## src/rtl/cbhd_pkg.sv

```systemverilog
// ============================================================================
// cbhd_pkg
// Shared types and constants of the button click and hold detector.
// ============================================================================
package cbhd_pkg;

  // The number of buttons is fixed by the 4-bit level field and the 2-bit
  // button index of the result.
  localparam int unsigned BUTTONS = 4;
  localparam int unsigned BTN_W   = 2;
  localparam int unsigned ADDR_W  = 4;

  localparam logic [BTN_W-1:0] LAST_BTN = BTN_W'(BUTTONS - 1);

  // Register indexes on the configuration port (byte address divided by 4).
  localparam logic [1:0] REG_TICK_PERIOD = 2'd0;
  localparam logic [1:0] REG_CLICK_TICKS = 2'd1;
  localparam logic [1:0] REG_HOLD_TICKS  = 2'd2;

  localparam logic [31:0] TICK_PERIOD_RST = 32'd50;
  localparam logic [7:0]  CLICK_TICKS_RST = 8'd1;
  localparam logic [7:0]  HOLD_TICKS_RST  = 8'd20;

  typedef enum logic [1:0] {
    EV_NONE  = 2'd0,
    EV_CLICK = 2'd1,
    EV_HOLD  = 2'd2
  } event_t;

  typedef enum logic {
    ST_IDLE = 1'b0,
    ST_RUN  = 1'b1
  } ctrl_state_t;

  // Commands from the controller to the datapath.
  typedef struct packed {
    logic capture;  // take the poll, evaluate the debounce tick
    logic step;     // evaluate one button and load the result register
  } cmd_t;

  // Status from the datapath to the controller.
  typedef struct packed {
    logic out_free;  // result register can take a new result this cycle
    logic last_btn;  // the current button is the highest-numbered one
  } status_t;

endpackage

```

## src/rtl/cbhd_poll_if.sv

```systemverilog
// ============================================================================
// cbhd_poll_if
// Valid/ready channel that carries one poll of the raw button levels.
// ============================================================================
interface cbhd_poll_if;
  logic                         valid;
  logic                         ready;
  logic [cbhd_pkg::BUTTONS-1:0] raw_levels;
  logic [31:0]                  timestamp;

  modport source (output valid, output raw_levels, output timestamp, input ready);
  modport sink   (input valid, input raw_levels, input timestamp, output ready);
endinterface

```

## src/rtl/cbhd_evt_if.sv

```systemverilog
// ============================================================================
// cbhd_evt_if
// Valid/ready channel that carries one per-button event result.
// ============================================================================
interface cbhd_evt_if;
  logic                       valid;
  logic                       ready;
  logic [cbhd_pkg::BTN_W-1:0] button;
  logic [1:0]                 event_res;
  logic                       last;

  modport source (output valid, output button, output event_res, output last, input ready);
  modport sink   (input valid, input button, input event_res, input last, output ready);
endinterface

```

## src/rtl/cbhd_cfg.sv

```systemverilog
// ============================================================================
// cbhd_cfg
// APB register file holding the tick period and the click and hold limits.
// ============================================================================
module cbhd_cfg (
  input  logic                        clk,
  input  logic                        rst,
  input  logic                        psel,
  input  logic                        penable,
  input  logic                        pwrite,
  input  logic [cbhd_pkg::ADDR_W-1:0] paddr,
  input  logic [31:0]                 pwdata,
  output logic [31:0]                 prdata,
  output logic                        pready,
  output logic [31:0]                 tick_period,
  output logic [7:0]                  click_ticks,
  output logic [7:0]                  hold_ticks
);
  import cbhd_pkg::*;

  logic [1:0] reg_idx;
  logic       wr_en;

  assign reg_idx = paddr[3:2];
  assign pready  = 1'b1;
  assign wr_en   = psel && penable && pwrite && pready;

  always_ff @(posedge clk) begin
    if (rst) begin
      tick_period <= TICK_PERIOD_RST;
      click_ticks <= CLICK_TICKS_RST;
      hold_ticks  <= HOLD_TICKS_RST;
    end else if (wr_en) begin
      case (reg_idx)
        REG_TICK_PERIOD: tick_period <= pwdata;
        REG_CLICK_TICKS: click_ticks <= pwdata[7:0];
        REG_HOLD_TICKS:  hold_ticks  <= pwdata[7:0];
        default: ;
      endcase
    end
  end

  always_comb begin
    case (reg_idx)
      REG_TICK_PERIOD: prdata = tick_period;
      REG_CLICK_TICKS: prdata = {24'd0, click_ticks};
      REG_HOLD_TICKS:  prdata = {24'd0, hold_ticks};
      default:         prdata = 32'd0;
    endcase
  end

endmodule

```

## src/rtl/cbhd_ctrl.sv

```systemverilog
// ============================================================================
// cbhd_ctrl
// Controller: takes a poll, then walks the buttons one per result slot.
// ============================================================================
module cbhd_ctrl (
  input  logic              clk,
  input  logic              rst,
  input  logic              poll_valid,
  output logic              poll_ready,
  input  cbhd_pkg::status_t status,
  output cbhd_pkg::cmd_t    cmd
);
  import cbhd_pkg::*;

  ctrl_state_t state, state_next;

  always_ff @(posedge clk) begin
    if (rst) begin
      state <= ST_IDLE;
    end else begin
      state <= state_next;
    end
  end

  always_comb begin
    state_next = state;
    case (state)
      ST_IDLE: begin
        if (poll_valid) state_next = ST_RUN;
      end
      ST_RUN: begin
        if (status.out_free && status.last_btn) state_next = ST_IDLE;
      end
      default: state_next = ST_IDLE;
    endcase
  end

  always_comb begin
    poll_ready  = 1'b0;
    cmd.capture = 1'b0;
    cmd.step    = 1'b0;
    case (state)
      ST_IDLE: begin
        poll_ready  = 1'b1;
        cmd.capture = poll_valid;
      end
      ST_RUN: begin
        cmd.step = status.out_free;
      end
      default: ;
    endcase
  end

endmodule

```

## src/rtl/cbhd_dp.sv

```systemverilog
// ============================================================================
// cbhd_dp
// Datapath: tick timer, per-button counters and levels, result register.
// ============================================================================
module cbhd_dp (
  input  logic                         clk,
  input  logic                         rst,
  input  cbhd_pkg::cmd_t               cmd,
  output cbhd_pkg::status_t            status,
  input  logic [cbhd_pkg::BUTTONS-1:0] raw_levels,
  input  logic [31:0]                  timestamp,
  input  logic [31:0]                  tick_period,
  input  logic [7:0]                   click_ticks,
  input  logic [7:0]                   hold_ticks,
  output logic                         out_valid,
  input  logic                         out_ready,
  output logic [cbhd_pkg::BTN_W-1:0]   button,
  output logic [1:0]                   event_res,
  output logic                         last
);
  import cbhd_pkg::*;

  logic [31:0]        last_tick_time;
  logic               tick;
  logic [BUTTONS-1:0] levels;
  logic [BUTTONS-1:0] prev_level;
  logic [7:0]         press_count [BUTTONS];
  logic [BTN_W-1:0]   idx;

  logic [31:0] elapsed;
  logic        tick_now;
  logic        lvl;
  logic        prv;
  logic [7:0]  cnt;
  logic [7:0]  cnt_inc;
  logic [7:0]  cnt_next;
  event_t      ev;

  // Wrapped difference; the subtraction is modulo 2^32 by width.
  assign elapsed  = timestamp - last_tick_time;
  assign tick_now = elapsed > tick_period;

  assign status.out_free = !out_valid || out_ready;
  assign status.last_btn = (idx == LAST_BTN);

  always_comb begin
    lvl     = levels[idx];
    prv     = prev_level[idx];
    cnt     = press_count[idx];
    cnt_inc = (tick && (cnt < hold_ticks)) ? cnt + 8'd1 : cnt;
    ev      = EV_NONE;
    if (!prv && lvl) begin
      cnt_next = 8'd0;
    end else if (prv && lvl) begin
      cnt_next = cnt_inc;
      if (cnt_inc == hold_ticks) begin
        ev = EV_HOLD;
        // Park above the threshold so hold fires once; a threshold of 255
        // saturates and keeps reporting hold.
        cnt_next = (hold_ticks == 8'hFF) ? 8'hFF : hold_ticks + 8'd1;
      end
    end else begin
      if ((cnt_inc > click_ticks) && (cnt_inc < hold_ticks)) ev = EV_CLICK;
      cnt_next = 8'd0;
    end
  end

  always_ff @(posedge clk) begin
    if (rst) begin
      last_tick_time <= 32'd0;
      prev_level     <= '0;
      for (int i = 0; i < BUTTONS; i++) press_count[i] <= 8'd0;
      idx            <= '0;
      out_valid      <= 1'b0;
    end else begin
      if (cmd.capture) begin
        idx <= '0;
        if (tick_now) last_tick_time <= timestamp;
      end
      if (cmd.step) begin
        press_count[idx] <= cnt_next;
        prev_level[idx]  <= lvl;
        idx              <= idx + BTN_W'(1);
        out_valid        <= 1'b1;
      end else if (out_ready) begin
        out_valid <= 1'b0;
      end
    end
  end

  always_ff @(posedge clk) begin
    if (cmd.capture) begin
      levels <= raw_levels;
      tick   <= tick_now;
    end
    if (cmd.step) begin
      button    <= idx;
      event_res <= ev;
      last      <= (idx == LAST_BTN);
    end
  end

endmodule

```

## src/rtl/button_click_hold_detector.sv

```systemverilog
// ============================================================================
// button_click_hold_detector
// Debounced click and long-press detector for four buttons, one poll in.
// ============================================================================
// A poll is captured in the idle state; the controller then evaluates one
// button per cycle while the result register is free. A new poll is taken
// only after the last button's result is loaded: one capture step plus one
// step per button through the shared counter update. Reset (rst,
// synchronous) restores the register defaults and clears the tick time, the
// button levels and the counters.
module button_click_hold_detector (
  input  logic                        clk,
  input  logic                        rst,
  input  logic                        psel,
  input  logic                        penable,
  input  logic                        pwrite,
  input  logic [cbhd_pkg::ADDR_W-1:0] paddr,
  input  logic [31:0]                 pwdata,
  output logic [31:0]                 prdata,
  output logic                        pready,
  cbhd_poll_if.sink                   poll,
  cbhd_evt_if.source                  evt
);
  import cbhd_pkg::*;

  logic [31:0] tick_period;
  logic [7:0]  click_ticks;
  logic [7:0]  hold_ticks;
  cmd_t        cmd;
  status_t     status;

  cbhd_cfg u_cfg (
    .clk         (clk),
    .rst         (rst),
    .psel        (psel),
    .penable     (penable),
    .pwrite      (pwrite),
    .paddr       (paddr),
    .pwdata      (pwdata),
    .prdata      (prdata),
    .pready      (pready),
    .tick_period (tick_period),
    .click_ticks (click_ticks),
    .hold_ticks  (hold_ticks)
  );

  cbhd_ctrl u_ctrl (
    .clk        (clk),
    .rst        (rst),
    .poll_valid (poll.valid),
    .poll_ready (poll.ready),
    .status     (status),
    .cmd        (cmd)
  );

  cbhd_dp u_dp (
    .clk         (clk),
    .rst         (rst),
    .cmd         (cmd),
    .status      (status),
    .raw_levels  (poll.raw_levels),
    .timestamp   (poll.timestamp),
    .tick_period (tick_period),
    .click_ticks (click_ticks),
    .hold_ticks  (hold_ticks),
    .out_valid   (evt.valid),
    .out_ready   (evt.ready),
    .button      (evt.button),
    .event_res   (evt.event_res),
    .last        (evt.last)
  );

endmodule
```

## src/flat_wrapper.sv

```systemverilog
// flat-port wrapper written by rule: the top's interface ports become plain ports
module button_click_hold_detector_flat import cbhd_pkg::*;
  (clk, rst, psel, penable, pwrite, paddr, pwdata, prdata, pready, poll_valid, poll_raw_levels, poll_timestamp, poll_ready, evt_valid, evt_button, evt_event_res, evt_last, evt_ready);
  cbhd_poll_if poll_i ();
  cbhd_evt_if evt_i ();
  input  logic clk;
  input  logic rst;
  input  logic psel;
  input  logic penable;
  input  logic pwrite;
  input  logic [cbhd_pkg::ADDR_W-1:0] paddr;
  input  logic [31:0] pwdata;
  output logic [31:0] prdata;
  output logic pready;
  input wire logic [$bits(poll_i.valid)-1:0] poll_valid;
  input wire logic [$bits(poll_i.raw_levels)-1:0] poll_raw_levels;
  input wire logic [$bits(poll_i.timestamp)-1:0] poll_timestamp;
  output wire logic [$bits(poll_i.ready)-1:0] poll_ready;
  output wire logic [$bits(evt_i.valid)-1:0] evt_valid;
  output wire logic [$bits(evt_i.button)-1:0] evt_button;
  output wire logic [$bits(evt_i.event_res)-1:0] evt_event_res;
  output wire logic [$bits(evt_i.last)-1:0] evt_last;
  input wire logic [$bits(evt_i.ready)-1:0] evt_ready;
  assign poll_i.valid = poll_valid;
  assign poll_i.raw_levels = poll_raw_levels;
  assign poll_i.timestamp = poll_timestamp;
  assign poll_ready = poll_i.ready;
  assign evt_valid = evt_i.valid;
  assign evt_button = evt_i.button;
  assign evt_event_res = evt_i.event_res;
  assign evt_last = evt_i.last;
  assign evt_i.ready = evt_ready;
  button_click_hold_detector u_core (.clk(clk), .rst(rst), .psel(psel), .penable(penable), .pwrite(pwrite), .paddr(paddr), .pwdata(pwdata), .prdata(prdata), .pready(pready), .poll(poll_i), .evt(evt_i));
endmodule
```

## config.mk

```make
export PLATFORM = sky130hd
export DESIGN_NAME = button_click_hold_detector_flat
export DESIGN_NICKNAME = d
export VERILOG_FILES = /design/src/rtl/cbhd_pkg.sv /design/src/rtl/cbhd_poll_if.sv /design/src/rtl/cbhd_evt_if.sv /design/src/rtl/cbhd_cfg.sv /design/src/rtl/cbhd_ctrl.sv /design/src/rtl/cbhd_dp.sv /design/src/rtl/button_click_hold_detector.sv /design/src/flat_wrapper.sv
export SDC_FILE = /design/constraint.sdc
export NUM_CORES = 1
export LEC_CHECK = 0
export BUFFER_PORTS_ARGS = -buffer_cell sky130_fd_sc_hd__buf_2
export CAP_MARGIN = 20
export CORE_ASPECT_RATIO = 1.75
export CORE_MARGIN = 2
export CORE_UTILIZATION = 60
export DETAILED_ROUTE_END_ITERATION = 12
export GPL_ROUTABILITY_DRIVEN = 0
export PLACE_DENSITY = 0.82
export SYNTH_ARGS = -nofsm -noshare
export SYNTH_HDL_FRONTEND = slang
export SYNTH_SLANG_ARGS = --single-unit
```

## constraint.sdc

```tcl
create_clock -name clk -period 7.8 [get_ports clk]
set_input_delay 1.56 -clock clk [delete_from_list [all_inputs] [get_ports clk]]
set_output_delay 1.56 -clock clk [all_outputs]
set_load 0.02 [all_outputs]
```

* Word-level counts from Yosys, hierarchy flattened *
Memory sizes are Yosys's and may differ from the RTL's. A register that Yosys moved wholly into a read port is not among the register bits.
Index checks and enable logic that the tools add are counted.
Widths: inputs -> output; s select.

word-level totals
  input port bits = 79
  memories kept = 1
  memory bits (writable) = 32
  word-level logic and storage cells = 85
  register bits after elaboration = 98
  output and inout port bits = 40

operators by class
  order comparisons = 6
  equal/unequal tests = 5
  reduce and logical (&&, ||, !) cells = 19
  multiplexer cells = 36
  bitwise operators = 1
  $add $sub $neg = 4

memory list
  memory                   words  bits a word  rd ports  clocked after Yosys merged registers in  wr ports  line           RTL
  u_core.u_dp.press_count  4      8            1         1                                        4         cbhd_dp.sv:27  logic [7:0] press_count [BUTTONS];

operators by type and width
  cell                 number
  $pmux 32 s3          1
  $mux 8               6
  $gt 32x32->1         1
  $sub 32x32->32       1
  $mux 1               17
  $add 8x1->8 const B  2
  $lt 8x8->1           2
  $mux 2               7
  $eq 8x8->1           1
  $eq 8x8->1 const B   1
  $gt 8x8->1           1
  $logic_and 1x1->1    8
  $reduce_and 2->1     4
  $reduce_or 8->1      1
  $bmux 1 s2           2
  $bwmux 4             1
  $eq 2x2->1 const B   2
  $reduce_bool 2->1    2
  $lt 2x3->1 const B   1
  $add 2x1->2 const B  1
  $demux 1 s2          1
  $eq 2x1->1 const B   1
  $ge 2x1->1 const B   1
  $logic_not 1->1      2
  other kinds (4)      4

* Longest topological paths before layout *
Gate-level depths: netlist of the first run.

  depth in word-level cells = 8
  mapped depth = 21
  mapped depth without buffers = 19

* Hierarchy *
A second synthesis of the first run with hierarchy kept.

unflattened totals
  cells, all modules = 1060
  area total of the unflattened synthesis = 9541.7 um2

modules (own cells, without submodules)
  module     area each (um2)  cells an instance  seq. area each (um2)  instances
  cbhd_dp    7061.8           798                2082.0                1
  cbhd_cfg   2427.3           256                960.9                 1
  cbhd_ctrl  52.6             6                  20.0                  1

* Worst setup path after synthesis of the first run *
Ideal clock, no wire load.

  path kind = input port to flip-flop
  start point = in poll_timestamp[16]
  end point = reg u_core.u_dp.last_tick_time[0]
  library setup time = 0.074 ns
  stages = 18
  path buffers = 2
  data required time = 7.726 ns
  data arrival time = 5.498 ns
  path slack = 2.228 ns
  path through = ha_1 > and2_1 > and3_1 > a221o_1 > and2_1 > a31oi_1 > a21oi_1 > or3b_2 > ha_1 > nand4_1 > nor2_1 > and3_1 > and2_1 > nor3b_1 > a31o_2 > clkbuf_1 > buf_1 > mux2i_1

on the way
  cells in the longest elaborated chain, start to end = 3

RTL lines
  element                            line                RTL
  start: declaration                 flat_wrapper.sv:17  input wire logic [$bits(poll_i.timestamp)-1:0] poll_timestamp;
  $sub 32x32->32                     cbhd_dp.sv:40       assign elapsed = timestamp - last_tick_time;
  $gt 32x32->1                       cbhd_dp.sv:41       assign tick_now = elapsed > tick_period;
  $reduce_and 2->1 (no source line)  n/a
  end signal: assignment             cbhd_dp.sv:78       if (tick_now) last_tick_time <= timestamp;
  end: declaration                   cbhd_dp.sv:23       logic [31:0] last_tick_time;

No other way between the ends.
A chain may end at the register's enable or synchronous reset.

* Worst setup path after layout of the first run *
  start point = in poll_timestamp[2]
  end point = reg u_core.u_dp.last_tick_time[17]

The elaborated chain is that of the path after synthesis.

==> reports/metrics.yaml, run 1 <==
cpMaxStageDelayCell: "o41ai_2"
min_path_type: "reg -> reg"
seqPwrFrac_pct: 36.3
maxCapViolCount: 0
whs_endpoint: "u_core.u_cfg.tick_period[18]$_SDFFE_PP0P_"
die_y_um: 167
slew_headroom_pct: 34.6
crit_path_end_kind: "flop"
dpl.hpwl_um: 17300
cts_sinks: 132
cts-root-buf: "clkbuf_16"
ios: 119
worstSetupPathType: "in -> reg"
drt_wl_total_um: 23000
p_sw_share_pct: 33.0
timing.rr.end: "u_core.u_dp.press_count[1][1]$_SDFFCE_PN0P_"
worstHoldStart: "u_core.u_cfg.tick_period[18]$_SDFFE_PP0P_"
rrSetupSlack_ns: 2.28
rows: 59
wl_per_cell_um: 17.1
grt_pass1_vias: 7788
grt_max_degree: 129
final_layout_size_suffix_gt1_share_pct: 14.5
start_kind: "input port"
p_per_area_mw_per_mm2: 203
slew_violations: 0
nets: 1326
drc: 0
syn_area_per_cell_um2: 8.57
cts_tree: "done"
combPwrFrac_pct: 29.1
yosys_warnings: 0
reg2reg_depth: 15
finalSetupViolCount: 0
antenna_cells: 0
die_w_um: 97.3
finalCriticalPeriod_ns: 5.61
fin_skew_ns: 0.0110
htreeDepth: 4
track_usage_pct: 28.2
post_cts_buffers: 0
finalHoldViolCount: 0
grt_remaining_overflow: 0
period_share_pct: 71.9
drt-initial-drc-count: 378
layout-area-overhead-vs-synth_pct: 13.2
ir_drop_mv: 0.185
worstMarginPinSlew_ns: 0.980
pwr-share-clk_pct: 34.6
internal-power_uw: 1410
viasPerCell: 5.84
status: "finished, final reports clean"
grt_pass1_wl_um: 36800
clock.fmax_mhz: 178
slowest_delay_ns: 0.69
cts_resized: 0
cp.arrival_ns: 5.91
crit_fanout: 28
hold_buffers: 0
vias: 7884
drt-pass1-iter-count: 5
placedCellCount: 1316
syn_inst: 1066
clkTransAtPathRegs_ns: 0.06
synth_cell_types: 60
syn_nets: 1238
core_area_mm2: 0.0149
fin_cells: 1350
yosysSeqAreaShare_pct: 33.5
final_common_cell: "buf_2"
totalNegativeSetupSlack_ns: 0
clk_latency_ns: 0.42
cts_buffers: 17
synthFlopType: "dfxtp_1"
post-route-util_pct: 69.4
antenna_found_initial: 1
cts_buffer_depth: 2
cp_top_family: "compound AO/OA/AOI/OAI gates"
detail-route-antenna-nets: 0
leakagePower_uw: 0.00421
fin_hold_ws_ns: 0.455
die_area_mm2: 0.0163
critical_path_buf_inv_count: 2
total_power_uw: 2100
synth_edf_count: 42
critPathRequiredTime_ns: 8.10
start_util_pct: 61.3
portBuffers: 115
crit_chain: "buf_2 > ha_1 > o21a_1 > o31a_1 > nor4_1 > o41ai_2 > a31oi_1 > nand3_1 > or3b_2 > ha_1 > nand4_1 > nor2_1 > and3_1 > and2_1 > nor2_1 > a31o_2 > buf_12 > mux2i_1"
layout_common_cells: "114 x buf_2, 110 x nand2_1, 100 x inv_1, 92 x ha_1"
netlist_area_mm2: 0.00914
holdPathStages: 2
ys_ff_latch: 132
rsz0062_at_grt: "no"
async_reset_ff_share_pct: 0
p_switching_uw: 693
power groups by stage:
stage               Sequential (uW)  Clock, uW  Combinational [uW]
floorplan                       772          0                 438
global placement                776          0                 574
detailed placement              778          0                 591
CTS                             763        731                 603
global route                    766        760                 674
finish                          763        726                 611
flip-flops by register name, summed over array words and instances (netlist names), named ones only:
signal / flops
u_core.u_dp.out_valid: 1
u_core.u_dp.last_tick_time: 32
u_core.u_dp.last: 1
u_core.u_ctrl.state: 1
u_core.u_dp.levels: 4
u_core.u_dp.press_count: 32
u_core.u_dp.event_res: 2
u_core.u_cfg.hold_ticks: 8
u_core.u_dp.prev_level: 4
u_core.u_dp.tick: 1
u_core.u_dp.idx: 2
u_core.u_dp.button: 2
u_core.u_cfg.click_ticks: 8
u_core.u_cfg.tick_period: 32
tightest hold or removal path, cell delays in order, from the launching register on:
cell and delay (ns):
dfxtp_1 0.31, nand2_1 0.05, a21oi_1 0.05
metrics by stage:
step                setup WS, ns  cell area [um^2]
finish                      2.19             10300
global route                1.91             10300
CTS                         1.81             10300
detailed placement          1.44              9770
global placement            1.56              9770
floorplan                   2.23              9140
area by class of cell:
type	count	area [um^2]
Clock buffer	18	429
Clock inverter	14	106
Fill cell	1239	4570
Inverter	100	375
Multi-Input combinational cell	783	5500
Sequential cell	132	3060
Tap cell	183	229
Timing Repair Buffer	120	641
worst max-delay path by stage:
stage                        from                                           to  slack, ns  cells after the start
6_report        poll_timestamp[2]  u_core.u_dp.last_tick_time[17]$_SDFFE_PP0P_       2.19                     18
2_1_floorplan  poll_timestamp[16]   u_core.u_dp.last_tick_time[0]$_SDFFE_PP0P_       2.23                     18
4_1_cts        poll_timestamp[29]  u_core.u_dp.last_tick_time[25]$_SDFFE_PP0P_       1.81                     16
3_3_place_gp   poll_timestamp[16]  u_core.u_dp.last_tick_time[24]$_SDFFE_PP0P_       1.56                     17
5_1_grt                      flop  u_core.u_dp.press_count[1][1]$_SDFFCE_PN0P_       1.91                     15
3_5_place_dp    poll_timestamp[2]  u_core.u_dp.last_tick_time[25]$_SDFFE_PP0P_       1.44                     17
Yosys cell counts, types with 6 or more instances:
master,count,share of area [%]
nand2b_1,74,5.1
a21o_1,20,1.6
a31oi_1,8,0.55
o21ai_0,42,2.3
xnor2_1,28,2.7
xor2_1,10,0.96
a211o_1,6,0.58
nor3_1,29,1.6
nand2_1,110,4.5
dfxtp_1,90,20
nor2b_1,11,0.75
mux2i_1,56,6.1
a211oi_1,11,0.90
ha_1,92,13
nand3_1,23,1.3
nor2_1,72,3.0
inv_1,100,4.1
and3_1,7,0.48
o21a_1,9,0.74
edfxtp_1,42,14
nand4_1,17,1.2
mux4_1,6,1.7
buf_1,6,0.25
clkbuf_1,43,1.8
a21oi_1,90,4.9
metal layers:
metal  part of all wire, %  wire length, um  global-route usage (%)  vias to the layer above
li1                      -                -                       -                     3892
met1                    34             7840                    27.0                     3703
met2                    56            12900                    55.2                      225
met3                   4.3              990                    4.26                       64
met4                   5.9             1350                    17.5                        0
met5                     0                0                       0                        -
logic make-up (layout without fill, tap and decap cells):
group	after synthesis	count (layout)	synth area share, %
xor gates and xnor gates	38	38	3.64
DFF	132	132	33.5
other	1	1	0.0410
muxes	67	67	9.01
AOI/OAI and AO/OA	216	216	14.6
and+or+nand+nor	368	368	20.0
buffers and inverters	151	252	6.33
adders and majority gates	93	93	12.8
No activity file was read; power rests on OpenSTA's default activity.
==> run 2: changes to the inputs <==
ABC_AREA = 1   (was unset)
CORE_UTILIZATION = 59   (was 60)
PLACE_DENSITY = 0.81   (was 0.82)
clock period = 5.2 ns   (was 7.8 ns; I/O delays follow)
==> run 2 against run 1 <==
Clock skew is essentially flat. Critical path type is now reg -> reg. Synthesized cell count grew 15%. Largest power group is now combinational logic. Final area shrank 0.75%. Via count grew 7.5%.
==> reports/metrics.yaml, run 2 <==
track_usage_pct: 29.1
slew_headroom_pct: 43.1
portBuffers: 115
fin_skew_ns: 0.0114
start_kind: "flop"
rrSetupSlack_ns: 0.73
pwr-share-clk_pct: 25.9
slowest_delay_ns: 0.79
rows: 59
grt_max_degree: 53
maxCapViolCount: 0
viasPerCell: 5.56
detail-route-antenna-nets: 0
cts_resized: 0
crit_top_cell: "nor2_1"
drc: 0
fillerInstances: 1280
start_util_pct: 60.6
period_share_pct: 86.0
finalCriticalPeriod_ns: 4.47
core_area_mm2: 0.0149
ys_top_cells_by_area: "dfxtp_1 20%, edfxtp_1 14%, ha_1 13%"
crit_chain: "nand2_1 > a32oi_4 > ha_1 > a21oi_1 > nor2_1 > a211oi_2 > buf_4 > nand3_1 > nand2_1 > nand2_1 > ha_1 > nand4_1 > nor3_1 > inv_2 > nor2_2 > inv_2 > nor2_1 > nor2_1 > nand2_2 > nor2_1"
syn_nets: 1394
wl_per_cell_um: 15.6
grt_pass1_wl_um: 38500
synth.most_common_cell: "nand2_1"
dpl.hpwl_um: 18500
die_y_um: 168
slew_violations: 0
ys_ff_latch: 132
final_area_mm2: 0.0103
final_layout_size_suffix_gt1_share_pct: 16.0
die_area_mm2: 0.0164
grt_util_met3_pct: 3.88
clock.fmax_mhz: 224
rsz0062_at_grt: "no"
synth_top_area_cell: "dfxtp_1"
nets: 1499
yosys_warnings: 0
p_sw_share_pct: 41.8
netlist_area_mm2: 0.00903
drt-initial-drc-count: 487
place_area_mm2: 0.00968
status: "finished, final reports clean"
clkTransAtPathRegs_ns: 0.06
worstMarginPinSlew_ns: 0.853
cp.arrival_ns: 4.63
synth_edf_count: 42
critPathRequiredTime_ns: 5.36
drt-pass1-iter-count: 6
vias: 8476
synthFlopType: "dfxtp_1"
grt_remaining_overflow: 0
post_cts_buffers: 0
hold_buffers: 0
clk_latency_ns: 0.43
syn_area_per_cell_um2: 7.39
final_common_cell: "nand2_1"
async_reset_ff_share_pct: 0
ir_drop_mv: 0.350
leakagePower_uw: 0.00491
use_met1_pct: 27.8
synth_top_area_share_pct: 19.9
p_switching_uw: 1940
grt_busiest_layer: "met2"
cts_tree: "done"
finalSetupViolCount: 0
synth.cells.most_frequent: "236 x nand2_1, 182 x nor2_1, 160 x inv_1"
antenna_found_initial: 0
crit_path_end_kind: "flop"
syn_inst: 1222
grt_pass1_vias: 8374
worstSetupPathType: "reg -> reg"
cts_sinks: 132
htreeDepth: 4
combPwrFrac_pct: 47.1
crit_fanout: 17
p_per_area_mw_per_mm2: 453
layout-area-overhead-vs-synth_pct: 13.7
cts-root-buf: "clkbuf_16"
cts_buffer_depth: 2
layout_common_cells: "236 x nand2_1, 182 x nor2_1, 160 x inv_1, 115 x buf_2, 113 x a21oi_1"
synth_cell_types: 57
cpMaxStageDelayCell: "dfxtp_1"
reg_top3: "u_core.u_cfg.tick_period: 32 flops, u_core.u_dp.last_tick_time: 32 flops, u_core.u_dp.press_count: 32 flops"
ios: 119
gr-usage-met2_pct: 57.5
cts_buffers: 17
drt_wl_total_um: 23700
finalHoldViolCount: 0
internal-power_uw: 2710
yosysSeqAreaShare_pct: 33.9
seqPwrFrac_pct: 27.0
totalNegativeSetupSlack_ns: 0
min_path_type: "reg -> reg"
die_w_um: 97.5
[run 2: cell types whose count changed in the layout (fill, tap and decap cells not counted), sizes merged, moves of 23 or more]
cell,change
nor2,+117
a21oi,+23
nand2,+143
mux2i,-56
nand2b,-74
o21ai,+25
nand3,+31
inv,+71
[run 2: cell families after synthesis]
group	Yosys count	synth area share (%)
buffers and inverters	202	9.38
other	1	0.0415
XOR/XNOR	36	3.49
AND/OR/NAND/NOR	535	26.2
adder cells (fa/ha/maj)	93	13.0
flip-flops	132	33.9
AO/OA/AOI/OAI	223	14.0
[run 2: power groups by stage]
stage / Sequential (uW) / Clock [uW] / Combinational [uW]
detailed placement: 1280 / 0 / 2140
global route: 1270 / 1250 / 2520
CTS: 1250 / 1210 / 2170
global placement: 1270 / 0 / 2070
floorplan: 1260 / 0 / 1690
finish: 1260 / 1200 / 2190
[run 2: path summary, 6_finish.rpt]
kind | startpoint | end | depth (start not counted)
hold / removal | u_core.u_cfg.tick_period[23]$_SDFFE_PP0P_ | u_core.u_cfg.tick_period[23]$_SDFFE_PP0P_ | 2
hold reg to reg | u_core.u_cfg.tick_period[23]$_SDFFE_PP0P_ | u_core.u_cfg.tick_period[23]$_SDFFE_PP0P_ | 2
setup / recovery | flop | u_core.u_dp.press_count[1][5]$_SDFFCE_PN0P_ | 20
setup reg to reg | flop | u_core.u_dp.press_count[1][5]$_SDFFCE_PN0P_ | 20
[run 2: routing by layer]
metal  part of all wire [%]  up-vias
met5                      0        -
li1                       -     4225
met2                     56      302
met1                     34     3849
met4                    5.9        0
met3                    4.3      100
[run 2: cell type report]
type	count	area [um^2]	area share [%]
diodes	1	2.50	0.0244
clock buffers	18	439	4.28
clock inverters	14	143	1.39
inverters	167	634	6.18
multi-input cells	888	5120	49.9
flip-flops and latches	132	3060	29.8
well taps	183	229	2.23
repair buffers	121	633	6.17
[run 2: stage by stage]
stage / setup WS [ns] / hold slack (ns) / std cells / util, % / total power, uW
after floorplan: 1.32 / 0.455 / 1222 / - / 2950
after global placement: 0.474 / 0.472 / 1491 / 64.9 / 3340
after detailed placement: 0.388 / 0.484 / 1491 / 64.9 / 3420
after CTS: 0.782 / 0.493 / 1523 / 68.8 / 4630
after global routing: 0.356 / 0.521 / 1523 / 68.8 / 5030
final: 0.728 / 0.493 / 1524 / 68.9 / 4650
[run 2: critical path: cells and delay by family, from the launching register on]
family	cells	cell delay, ns
compound gates	3	0.65
simple gates	12	1.60
flops	1	0.79
fa+ha+maj	2	0.61
buf+inv	3	0.53
